## src/rtl/core/shsd_pkg.sv

```systemverilog
// shared types, constants and the half-step coil table for the stepper sequencer
`default_nettype none

package shsd_pkg;

   // field widths
   localparam int SPR_W      = 16;
   localparam int PERIOD_W   = 24;
   localparam int COUNT_W    = 32;
   localparam int POS_W      = 16;
   localparam int COIL_W     = 4;
   localparam int FUNC_W     = 2;
   localparam int SEQ_IDX_W  = 3;
   localparam int CSR_ADDR_W = 3;
   localparam int CSR_DATA_W = 32;

   // item function codes
   localparam logic [FUNC_W-1:0] FUNC_TICK = 2'd0;
   localparam logic [FUNC_W-1:0] FUNC_MOVE = 2'd1;
   localparam logic [FUNC_W-1:0] FUNC_STOP = 2'd2;

   // register indexes (word address bit selects)
   localparam logic REG_STEPS_PER_REV = 1'b0;
   localparam logic REG_STEP_PERIOD   = 1'b1;

   // register reset values
   localparam logic [SPR_W-1:0]    SPR_RESET    = 16'd4096;
   localparam logic [PERIOD_W-1:0] PERIOD_RESET = 24'd977;
   localparam logic [PERIOD_W-1:0] TICK_MAX     = {PERIOD_W{1'b1}};

   // one input beat
   typedef struct packed {
      logic [FUNC_W-1:0]  func;
      logic [COUNT_W-1:0] step_count;
      logic               forward;
   } item_type;

   // one result beat
   typedef struct packed {
      logic [COIL_W-1:0] coils;
      logic              busy_res;
      logic [POS_W-1:0]  position;
      logic              stepped;
   } result_type;

   // sequencer state carried from item to item
   typedef struct packed {
      logic [POS_W-1:0]    rotor_position;
      logic [COUNT_W-1:0]  steps_remaining;
      logic [PERIOD_W-1:0] elapsed_ticks;
      logic                move_forward;
      logic [COIL_W-1:0]   coil_state;
   } state_type;

   // configuration registers
   typedef struct packed {
      logic [SPR_W-1:0]    steps_per_rev;
      logic [PERIOD_W-1:0] step_period;
   } cfg_type;

   // half-step coil pattern for position mod 8
   function automatic logic [COIL_W-1:0] half_step_coils(input logic [SEQ_IDX_W-1:0] idx);
      logic [COIL_W-1:0] pat;
      unique case (idx)
         3'd0:    pat = 4'd1;
         3'd1:    pat = 4'd3;
         3'd2:    pat = 4'd2;
         3'd3:    pat = 4'd6;
         3'd4:    pat = 4'd4;
         3'd5:    pat = 4'd12;
         3'd6:    pat = 4'd8;
         3'd7:    pat = 4'd9;
         default: pat = 4'd0;
      endcase
      return pat;
   endfunction

endpackage

`default_nettype wire

```

## src/rtl/core/shsd_channels.sv

```systemverilog
// valid/ready channel interfaces for command beats and result beats
`default_nettype none

interface shsd_req_if;
   logic                        valid;
   logic                        ready;
   logic [shsd_pkg::FUNC_W-1:0]  func;
   logic [shsd_pkg::COUNT_W-1:0] step_count;
   logic                        forward;

   modport source (output valid, func, step_count, forward, input ready);
   modport sink   (input valid, func, step_count, forward, output ready);
endinterface

interface shsd_rsp_if;
   logic                       valid;
   logic                       ready;
   logic [shsd_pkg::COIL_W-1:0] coils;
   logic                       busy_res;
   logic [shsd_pkg::POS_W-1:0]  position;
   logic                       stepped;

   modport source (output valid, coils, busy_res, position, stepped, input ready);
   modport sink   (input valid, coils, busy_res, position, stepped, output ready);
endinterface

`default_nettype wire

```

## src/rtl/core/shsd_step_calc.sv

```systemverilog
// next-state and result logic for one tick, move or stop beat
`default_nettype none

module shsd_step_calc (
   input  shsd_pkg::cfg_type    cfg,
   input  shsd_pkg::state_type  cur,
   input  shsd_pkg::item_type   item,
   output shsd_pkg::state_type  nxt,
   output shsd_pkg::result_type res
);
   import shsd_pkg::*;

   logic [PERIOD_W-1:0] ticks_sat;
   logic [POS_W:0]      wrap_pt;
   logic [POS_W:0]      pos_up;
   logic [POS_W:0]      wrap_last;
   logic [POS_W-1:0]    pos_step;
   logic                step_due;

   // saturating tick count
   assign ticks_sat = (cur.elapsed_ticks == TICK_MAX) ? cur.elapsed_ticks
                                                      : cur.elapsed_ticks + 1'b1;

   // wrap point, zero meaning a full 16-bit revolution
   assign wrap_pt   = (cfg.steps_per_rev == '0) ? {1'b1, {POS_W{1'b0}}}
                                                : {1'b0, cfg.steps_per_rev};
   assign pos_up    = {1'b0, cur.rotor_position} + 1'b1;
   assign wrap_last = wrap_pt - 1'b1;

   // position after one step in the current direction
   always_comb begin
      if (cur.move_forward) begin
         pos_step = (pos_up >= wrap_pt) ? '0 : pos_up[POS_W-1:0];
      end else if (cur.rotor_position == '0 || {1'b0, cur.rotor_position} >= wrap_pt) begin
         pos_step = wrap_last[POS_W-1:0];
      end else begin
         pos_step = cur.rotor_position - 1'b1;
      end
   end

   assign step_due = (cur.steps_remaining != '0) && (ticks_sat >= cfg.step_period);

   // state update per function code
   always_comb begin
      nxt         = cur;
      res.stepped = 1'b0;
      unique case (item.func)
         FUNC_TICK: begin
            nxt.elapsed_ticks = ticks_sat;
            if (step_due) begin
               nxt.elapsed_ticks   = '0;
               nxt.rotor_position  = pos_step;
               nxt.coil_state      = half_step_coils(pos_step[SEQ_IDX_W-1:0]);
               nxt.steps_remaining = cur.steps_remaining - 1'b1;
               res.stepped         = 1'b1;
            end
         end
         FUNC_MOVE: begin
            nxt.steps_remaining = item.step_count;
            nxt.move_forward    = item.forward;
         end
         FUNC_STOP: begin
            nxt.coil_state      = '0;
            nxt.steps_remaining = '0;
         end
         default: begin
            nxt = cur;
         end
      endcase
      res.coils    = nxt.coil_state;
      res.busy_res = (nxt.steps_remaining != '0);
      res.position = nxt.rotor_position;
   end

endmodule

`default_nettype wire

```

## src/rtl/core/stepper_half_step_driver_unit.sv

```systemverilog
// top level of the half-step stepper sequencer: channels, registers, state
//
// Command beats arrive on req_chan: a microsecond tick, a move (step count and
// direction) or a stop. Every command beat gives exactly one result beat on
// rsp_chan with the coil drive bits, the busy flag, the position and whether
// that beat made a step. Two registers (steps per revolution at byte 0, step
// period at byte 4) are written and read over the APB-style port; pready is
// always high, and writes are meant for idle periods only.
// A beat in the input register is worked out against the stored state by
// combinational logic and its result goes into the result register when it
// can load. Throughput is one beat per clock while the receiver takes results,
// set by the single state update between the input and result registers.
// Reset (synchronous, active high) clears position, remaining steps, tick
// counter and direction, turns all coils off, empties both stages and loads
// 4096 steps per revolution and a period of 977 ticks.
// When the receiver stalls the result register holds; the input register
// still takes one more beat, then req_chan.ready drops until results move.
`default_nettype none

module stepper_half_step_driver_unit (
   input  logic                               clock,
   input  logic                               reset,
   shsd_req_if.sink                           req_chan,
   shsd_rsp_if.source                         rsp_chan,
   input  logic                               psel,
   input  logic                               penable,
   input  logic                               pwrite,
   input  logic [shsd_pkg::CSR_ADDR_W-1:0]    paddr,
   input  logic [shsd_pkg::CSR_DATA_W-1:0]    pwdata,
   output logic [shsd_pkg::CSR_DATA_W-1:0]    prdata,
   output logic                               pready
);
   import shsd_pkg::*;

   cfg_type    cfg_ff;
   cfg_type    cfg_in;
   item_type   item_ff;
   logic       in_valid_ff;
   state_type  state_ff;
   state_type  state_in;
   result_type result_ff;
   result_type result_in;
   logic       out_valid_ff;
   logic       in_take;
   logic       out_load;
   logic       csr_write;

   // configuration port
   assign pready    = 1'b1;
   assign csr_write = psel && penable && pwrite && pready;

   always_comb begin
      cfg_in = cfg_ff;
      if (csr_write) begin
         unique case (paddr[2])
            REG_STEPS_PER_REV: cfg_in.steps_per_rev = pwdata[SPR_W-1:0];
            REG_STEP_PERIOD:   cfg_in.step_period   = pwdata[PERIOD_W-1:0];
            default:           cfg_in = cfg_ff;
         endcase
      end
   end

   always_comb begin
      unique case (paddr[2])
         REG_STEPS_PER_REV: prdata = {{(CSR_DATA_W-SPR_W){1'b0}}, cfg_ff.steps_per_rev};
         REG_STEP_PERIOD:   prdata = {{(CSR_DATA_W-PERIOD_W){1'b0}}, cfg_ff.step_period};
         default:           prdata = '0;
      endcase
   end

   always_ff @(posedge clock) begin
      if (reset) begin
         cfg_ff.steps_per_rev <= SPR_RESET;
         cfg_ff.step_period   <= PERIOD_RESET;
      end else begin
         cfg_ff <= cfg_in;
      end
   end

   // stage handshakes
   assign out_load       = in_valid_ff && (!out_valid_ff || rsp_chan.ready);
   assign req_chan.ready = !in_valid_ff || out_load;
   assign in_take        = req_chan.valid && req_chan.ready;

   // input register
   always_ff @(posedge clock) begin
      if (reset) begin
         in_valid_ff <= 1'b0;
      end else if (req_chan.ready) begin
         in_valid_ff <= req_chan.valid;
      end
   end

   always_ff @(posedge clock) begin
      if (in_take) begin
         item_ff.func       <= req_chan.func;
         item_ff.step_count <= req_chan.step_count;
         item_ff.forward    <= req_chan.forward;
      end
   end

   // state update for the registered beat
   shsd_step_calc u_calc (
      .cfg  (cfg_ff),
      .cur  (state_ff),
      .item (item_ff),
      .nxt  (state_in),
      .res  (result_in)
   );

   always_ff @(posedge clock) begin
      if (reset) begin
         state_ff <= '0;
      end else if (out_load) begin
         state_ff <= state_in;
      end
   end

   // result register
   always_ff @(posedge clock) begin
      if (reset) begin
         out_valid_ff <= 1'b0;
      end else if (out_load) begin
         out_valid_ff <= 1'b1;
      end else if (rsp_chan.ready) begin
         out_valid_ff <= 1'b0;
      end
   end

   always_ff @(posedge clock) begin
      if (out_load) begin
         result_ff <= result_in;
      end
   end

   assign rsp_chan.valid    = out_valid_ff;
   assign rsp_chan.coils    = result_ff.coils;
   assign rsp_chan.busy_res = result_ff.busy_res;
   assign rsp_chan.position = result_ff.position;
   assign rsp_chan.stepped  = result_ff.stepped;

`ifndef NO_ASSERTIONS
   // a step always energises some coil
   a_step_coils_on: assert property (@(posedge clock) disable iff (reset)
      out_valid_ff && result_ff.stepped |-> result_ff.coils != '0)
      else $error("step result with all coils off");

   // the tick counter restarts after a step
   a_step_clears_ticks: assert property (@(posedge clock) disable iff (reset)
      out_load && result_in.stepped |=> state_ff.elapsed_ticks == '0)
      else $error("tick counter not cleared after step");

   // busy flag follows the stored remaining count
   a_busy_matches: assert property (@(posedge clock) disable iff (reset)
      out_load |=> rsp_chan.busy_res == (state_ff.steps_remaining != '0))
      else $error("busy flag disagrees with remaining steps");

   // stop leaves coils off and nothing to do
   a_stop_idles: assert property (@(posedge clock) disable iff (reset)
      out_load && item_ff.func == FUNC_STOP
      |=> state_ff.coil_state == '0 && state_ff.steps_remaining == '0)
      else $error("stop did not de-energise");
`endif

endmodule

`default_nettype wire
```

## src/flat_wrapper.sv

```systemverilog
// flat-port wrapper written by rule: the top's interface ports become plain ports
module stepper_half_step_driver_unit_flat import shsd_pkg::*;
  (clock, reset, psel, penable, pwrite, paddr, pwdata, prdata, pready, req_chan_valid, req_chan_func, req_chan_step_count, req_chan_forward, req_chan_ready, rsp_chan_valid, rsp_chan_coils, rsp_chan_busy_res, rsp_chan_position, rsp_chan_stepped, rsp_chan_ready);
  shsd_req_if req_chan_i ();
  shsd_rsp_if rsp_chan_i ();
  input  logic clock;
  input  logic reset;
  input  logic psel;
  input  logic penable;
  input  logic pwrite;
  input  logic [shsd_pkg::CSR_ADDR_W-1:0] paddr;
  input  logic [shsd_pkg::CSR_DATA_W-1:0] pwdata;
  output logic [shsd_pkg::CSR_DATA_W-1:0] prdata;
  output logic pready;
  input wire logic [$bits(req_chan_i.valid)-1:0] req_chan_valid;
  input wire logic [$bits(req_chan_i.func)-1:0] req_chan_func;
  input wire logic [$bits(req_chan_i.step_count)-1:0] req_chan_step_count;
  input wire logic [$bits(req_chan_i.forward)-1:0] req_chan_forward;
  output wire logic [$bits(req_chan_i.ready)-1:0] req_chan_ready;
  output wire logic [$bits(rsp_chan_i.valid)-1:0] rsp_chan_valid;
  output wire logic [$bits(rsp_chan_i.coils)-1:0] rsp_chan_coils;
  output wire logic [$bits(rsp_chan_i.busy_res)-1:0] rsp_chan_busy_res;
  output wire logic [$bits(rsp_chan_i.position)-1:0] rsp_chan_position;
  output wire logic [$bits(rsp_chan_i.stepped)-1:0] rsp_chan_stepped;
  input wire logic [$bits(rsp_chan_i.ready)-1:0] rsp_chan_ready;
  assign req_chan_i.valid = req_chan_valid;
  assign req_chan_i.func = req_chan_func;
  assign req_chan_i.step_count = req_chan_step_count;
  assign req_chan_i.forward = req_chan_forward;
  assign req_chan_ready = req_chan_i.ready;
  assign rsp_chan_valid = rsp_chan_i.valid;
  assign rsp_chan_coils = rsp_chan_i.coils;
  assign rsp_chan_busy_res = rsp_chan_i.busy_res;
  assign rsp_chan_position = rsp_chan_i.position;
  assign rsp_chan_stepped = rsp_chan_i.stepped;
  assign rsp_chan_i.ready = rsp_chan_ready;
  stepper_half_step_driver_unit u_core (.clock(clock), .reset(reset), .req_chan(req_chan_i), .rsp_chan(rsp_chan_i), .psel(psel), .penable(penable), .pwrite(pwrite), .paddr(paddr), .pwdata(pwdata), .prdata(prdata), .pready(pready));
endmodule
```

## config.mk

```make
export PLATFORM = sky130hd
export DESIGN_NAME = stepper_half_step_driver_unit_flat
export DESIGN_NICKNAME = d
export VERILOG_FILES = /design/src/rtl/core/shsd_pkg.sv /design/src/rtl/core/shsd_channels.sv /design/src/rtl/core/shsd_step_calc.sv /design/src/rtl/core/stepper_half_step_driver_unit.sv /design/src/flat_wrapper.sv
export SDC_FILE = /design/constraint.sdc
export NUM_CORES = 1
export LEC_CHECK = 0
export BUFFER_PORTS_ARGS = -buffer_cell sky130_fd_sc_hd__buf_2
export CELL_PAD_IN_SITES_DETAIL_PLACEMENT = 0
export CELL_PAD_IN_SITES_GLOBAL_PLACEMENT = 1
export CORE_ASPECT_RATIO = 2
export CORE_UTILIZATION = 44
export CTS_CLUSTER_SIZE = 10
export DETAILED_ROUTE_END_ITERATION = 16
export MAX_ROUTING_LAYER = met4
export PLACE_DENSITY = 0.82
export SETUP_SLACK_MARGIN = 0.15
export SLEW_MARGIN = 20
export SYNTH_ARGS = -nofsm -noshare
export SYNTH_HDL_FRONTEND = slang
export SYNTH_SLANG_ARGS = --single-unit
```

## constraint.sdc

```tcl
create_clock -name clock -period 5.9 [get_ports clock]
set_input_delay 0.885 -clock clock [delete_from_list [all_inputs] [get_ports clock]]
set_output_delay 0.885 -clock clock [all_outputs]
set_load 0.02 [all_outputs]
```

==> results_dict.tcl <==
set metrics [dict create \
    vias_per_cell 5.95 \
    die_x_um 113 \
    clock_power_share_pct 39.2 \
    hpwl_mm 25.1 \
    grt_overflow 0 \
    leakagePower_nw 4.71 \
    io_pins 134 \
    synth.most_common_cell "nand2_1" \
    drv_slew 0 \
    p_sw_share_pct 28.4 \
    postSynthAreaPerCell_um2 8.22 \
    diodes 0 \
    worstPathMaxFanout 13 \
    slowest_delay_ps 540 \
    vdd_drop_max_mv 0.221 \
    wl_per_cell_um 19.7 \
    end_kind "flip-flop" \
    status "finished clean" \
    critical_path_class "flip-flop to flip-flop" \
    grt_max_degree 87 \
    maxCapViolCount 0 \
    setup_viol 0 \
    die_h_um 224 \
    crit_slowest_cell "or4_1" \
    fmax_mhz 186 \
    drtIter0Drc 565 \
    synthDistinctLibCells 74 \
    synth-seq-cells 176 \
    clock_latency_ps 460 \
    finalWirelength_mm 33.2 \
    hold_viol 0 \
    final_util_pct 50.6 \
    layout.nets 1523 \
    r2r_start "u_core.state_ff[5]" \
    synth_top_area_share_pct 22.0 \
    clk_path_buf_depth 2 \
    path_clk_slew_ps 70 \
    fin_crit_ps 5380 \
    h-tree-depth 4 \
    ys_dominant_reg_cell "dfxtp_1" \
    worstReg2RegEnd "u_core.rsp_chan.busy_res" \
    drtPass1Iterations 5 \
    slew_headroom_pct 29.2 \
    cts_resized 0 \
    rr_worst_depth 21 \
    p_sw_w 0.000803 \
    postCtsHoldBufs 0 \
    p_int_w 0.00202 \
    cts-root-buf "clkbuf_16" \
    finalCritPeriodShare_pct 91.1 \
    start_util_pct 45.1 \
    cts_buffers 17 \
    core_region_area_um2 24000 \
    dieArea_um2 25300 \
    place_congestion 0.884 \
    crit_chain "ha_1 -> nand2_1 -> or3_1 -> nor2_2 -> a211o_1 -> nor3_1 -> and2_1 -> and3_1 -> xor2_1 -> ha_1 -> and4_1 -> nand2_1 -> or4_1 -> a21oi_2 -> o21a_1 -> buf_4 -> nand2_1 -> o21a_1 -> a221oi_1 -> and4_1 -> nand4_1" \
    cpMostUsedCell "nand2_1" \
    synth_warnings 0 \
    netlist_instances 1318 \
    grt_antenna_before_repair 0 \
    cts_setup_buffers 0 \
    worstSetupStartpoint "u_core.state_ff[5]" \
    synth.area.top_cells "dfxtp_1, edfxtp_1, ha_1, nand2_1, nor2_1" \
    ys_seq_area_share_pct 37.8 \
    area_growth_pct 12.3 \
    async_flop_share_pct 0 \
    arrival_ps 5570 \
    cts_tree "yes" \
    synth_commonest_cells "nand2_1, nor2_1, dfxtp_1" \
    crit_end "u_core.rsp_chan.busy_res" \
    yosysTopAreaCell "dfxtp_1" \
    finalSetupTns_ps 0 \
    crit_path_start_kind "flip-flop" \
    r2r_slack_ps 520 \
    grt_usage_pct 27.9 \
    drive_gt1_share_pct 14.8 \
    antenna_left 0 \
    fp-row-count 80 \
    pwr-share-seq_pct 47.1 \
    grt_pass1_vias 9987 \
    critPathRequiredTime_ps 6090 \
    cellPowerDensity_nw_per_um2 232 \
    numPortBuffers 114 \
    hp-class "flip-flop to flip-flop" \
    skew_ps 13.4 \
    cts_sinks 176 \
    worst_pin_slew_ps 1060 \
    pwr-share-comb_pct 13.6 \
    grt_setup_unrepaired "false" \
    netlist_area_um2 10800 \
    synth-edff-count 57 \
    grt_pass1_wl_mm 52.0 \
    via_count 10000 \
    drcViolationCount 0 \
]
through the flow:
step	instance area (um2)	worst slack [ps]	total power, W	hold WS, ps	std cells
after floorplan	10900	923	0.00162	436	1325
after global placement	11600	464	0.00173	443	1653
after detailed placement	11600	378	0.00174	451	1653
after CTS	12100	380	0.00284	460	1685
after global routing	12200	159	0.00293	476	1685
final	12200	524	0.00283	455	1685
state kept, by name (all words and copies together), names as in the netlist:
signal and cells:
u_core.in_valid_ff 1, u_core.rsp_chan.stepped 1, u_core.cfg_ff 40, u_core.rsp_chan.busy_res 1
u_core.rsp_chan.valid 1, u_core.rsp_chan.coils 4, u_core.rsp_chan.position 16, u_core.item_ff 35
u_core.state_ff 77
power by group through the flow:
stage / Sequential, W / Clock (W) / Combinational [W]
floorplan: 0.00135 / 0 / 0.000267
global placement: 0.00136 / 0 / 0.000377
detailed placement: 0.00136 / 0 / 0.000381
CTS: 0.00133 / 0.00113 / 0.000383
global route: 0.00134 / 0.00117 / 0.000421
finish: 0.00133 / 0.00111 / 0.000386
worst max-delay path: cells and delay by family (launching register included):
kind / cells / cell delay (ps)
DFF: 1 / 420
buffers and inverters: 1 / 250
AOI/OAI and AO/OA: 5 / 1200
and+or+nand+nor: 12 / 2570
xor gates and xnor gates: 1 / 150
adders and majority gates: 2 / 530
worst min path at each step:
| stage | slack [ps] | endpoint | cells after the start | startpoint |
|---|---|---|---|---|
| finish | 460 | u_core.cfg_ff[19] | 2 | u_core.cfg_ff[19] |
| detailed placement | 450 | u_core.cfg_ff[19] | 2 | u_core.cfg_ff[19] |
| global route | 480 | u_core.cfg_ff[20] | 2 | u_core.cfg_ff[20] |
| floorplan | 440 | u_core.cfg_ff[16] | 2 | u_core.cfg_ff[16] |
| global placement | 440 | u_core.cfg_ff[21] | 2 | u_core.cfg_ff[21] |
| CTS | 460 | u_core.cfg_ff[23] | 2 | u_core.cfg_ff[23] |
cells in the final DEF, fill, tap and decap left out, types with 6 or more instances in the layout:
cell / instances
nand2_1: 168
a31oi_1: 11
xnor2_1: 34
mux2i_1: 10
or4_1: 8
ha_1: 61
a22oi_1: 19
nand3_1: 37
inv_1: 48
a21oi_1: 96
nand2b_1: 13
xor2_1: 21
buf_2: 113
a211oi_1: 50
buf_4: 26
nor4_1: 21
o21a_1: 8
and2_1: 8
a21o_1: 6
a211o_1: 9
and3_1: 14
nand4_1: 26
nor2_1: 146
or3_1: 9
dfxtp_1: 119
nor3_1: 37
conb_1: 9
a221oi_1: 15
o21ai_0: 60
clkbuf_16: 17
mux2_2: 8
edfxtp_1: 57
metal layers:
metal,part of all wire (%),track usage (%),wire length (um)
met1,34,25.4,11400
met2,55,51.8,18200
met3,3.3,3.87,1090
met4,7.3,21.2,2430
met5,0,-,0
area by class of cell:
| type | count | area [um2] |
|---|---|---|
| Clock buffer | 20 | 447 |
| Clock inverter | 12 | 110 |
| Fill cell | 2408 | 11900 |
| Inverter | 51 | 191 |
| Multi-Input combinational cell | 997 | 6140 |
| Sequential cell | 176 | 4090 |
| Tap cell | 287 | 359 |
| Timing Repair Buffer | 142 | 821 |
kinds of logic after synthesis:
| family | count (synthesis) | synth area share (%) |
|---|---|---|
| and+or+nand+nor | 525 | 22.9 |
| AOI/OAI and AO/OA | 328 | 19.8 |
| DFF | 176 | 37.8 |
| buffers and inverters | 152 | 6.04 |
| adders and majority gates | 61 | 7.05 |
| xor gates and xnor gates | 55 | 4.45 |
| muxes | 19 | 1.89 |
| other | 2 | 0.0693 |
No activity file was read; power rests on OpenSTA's default activity.
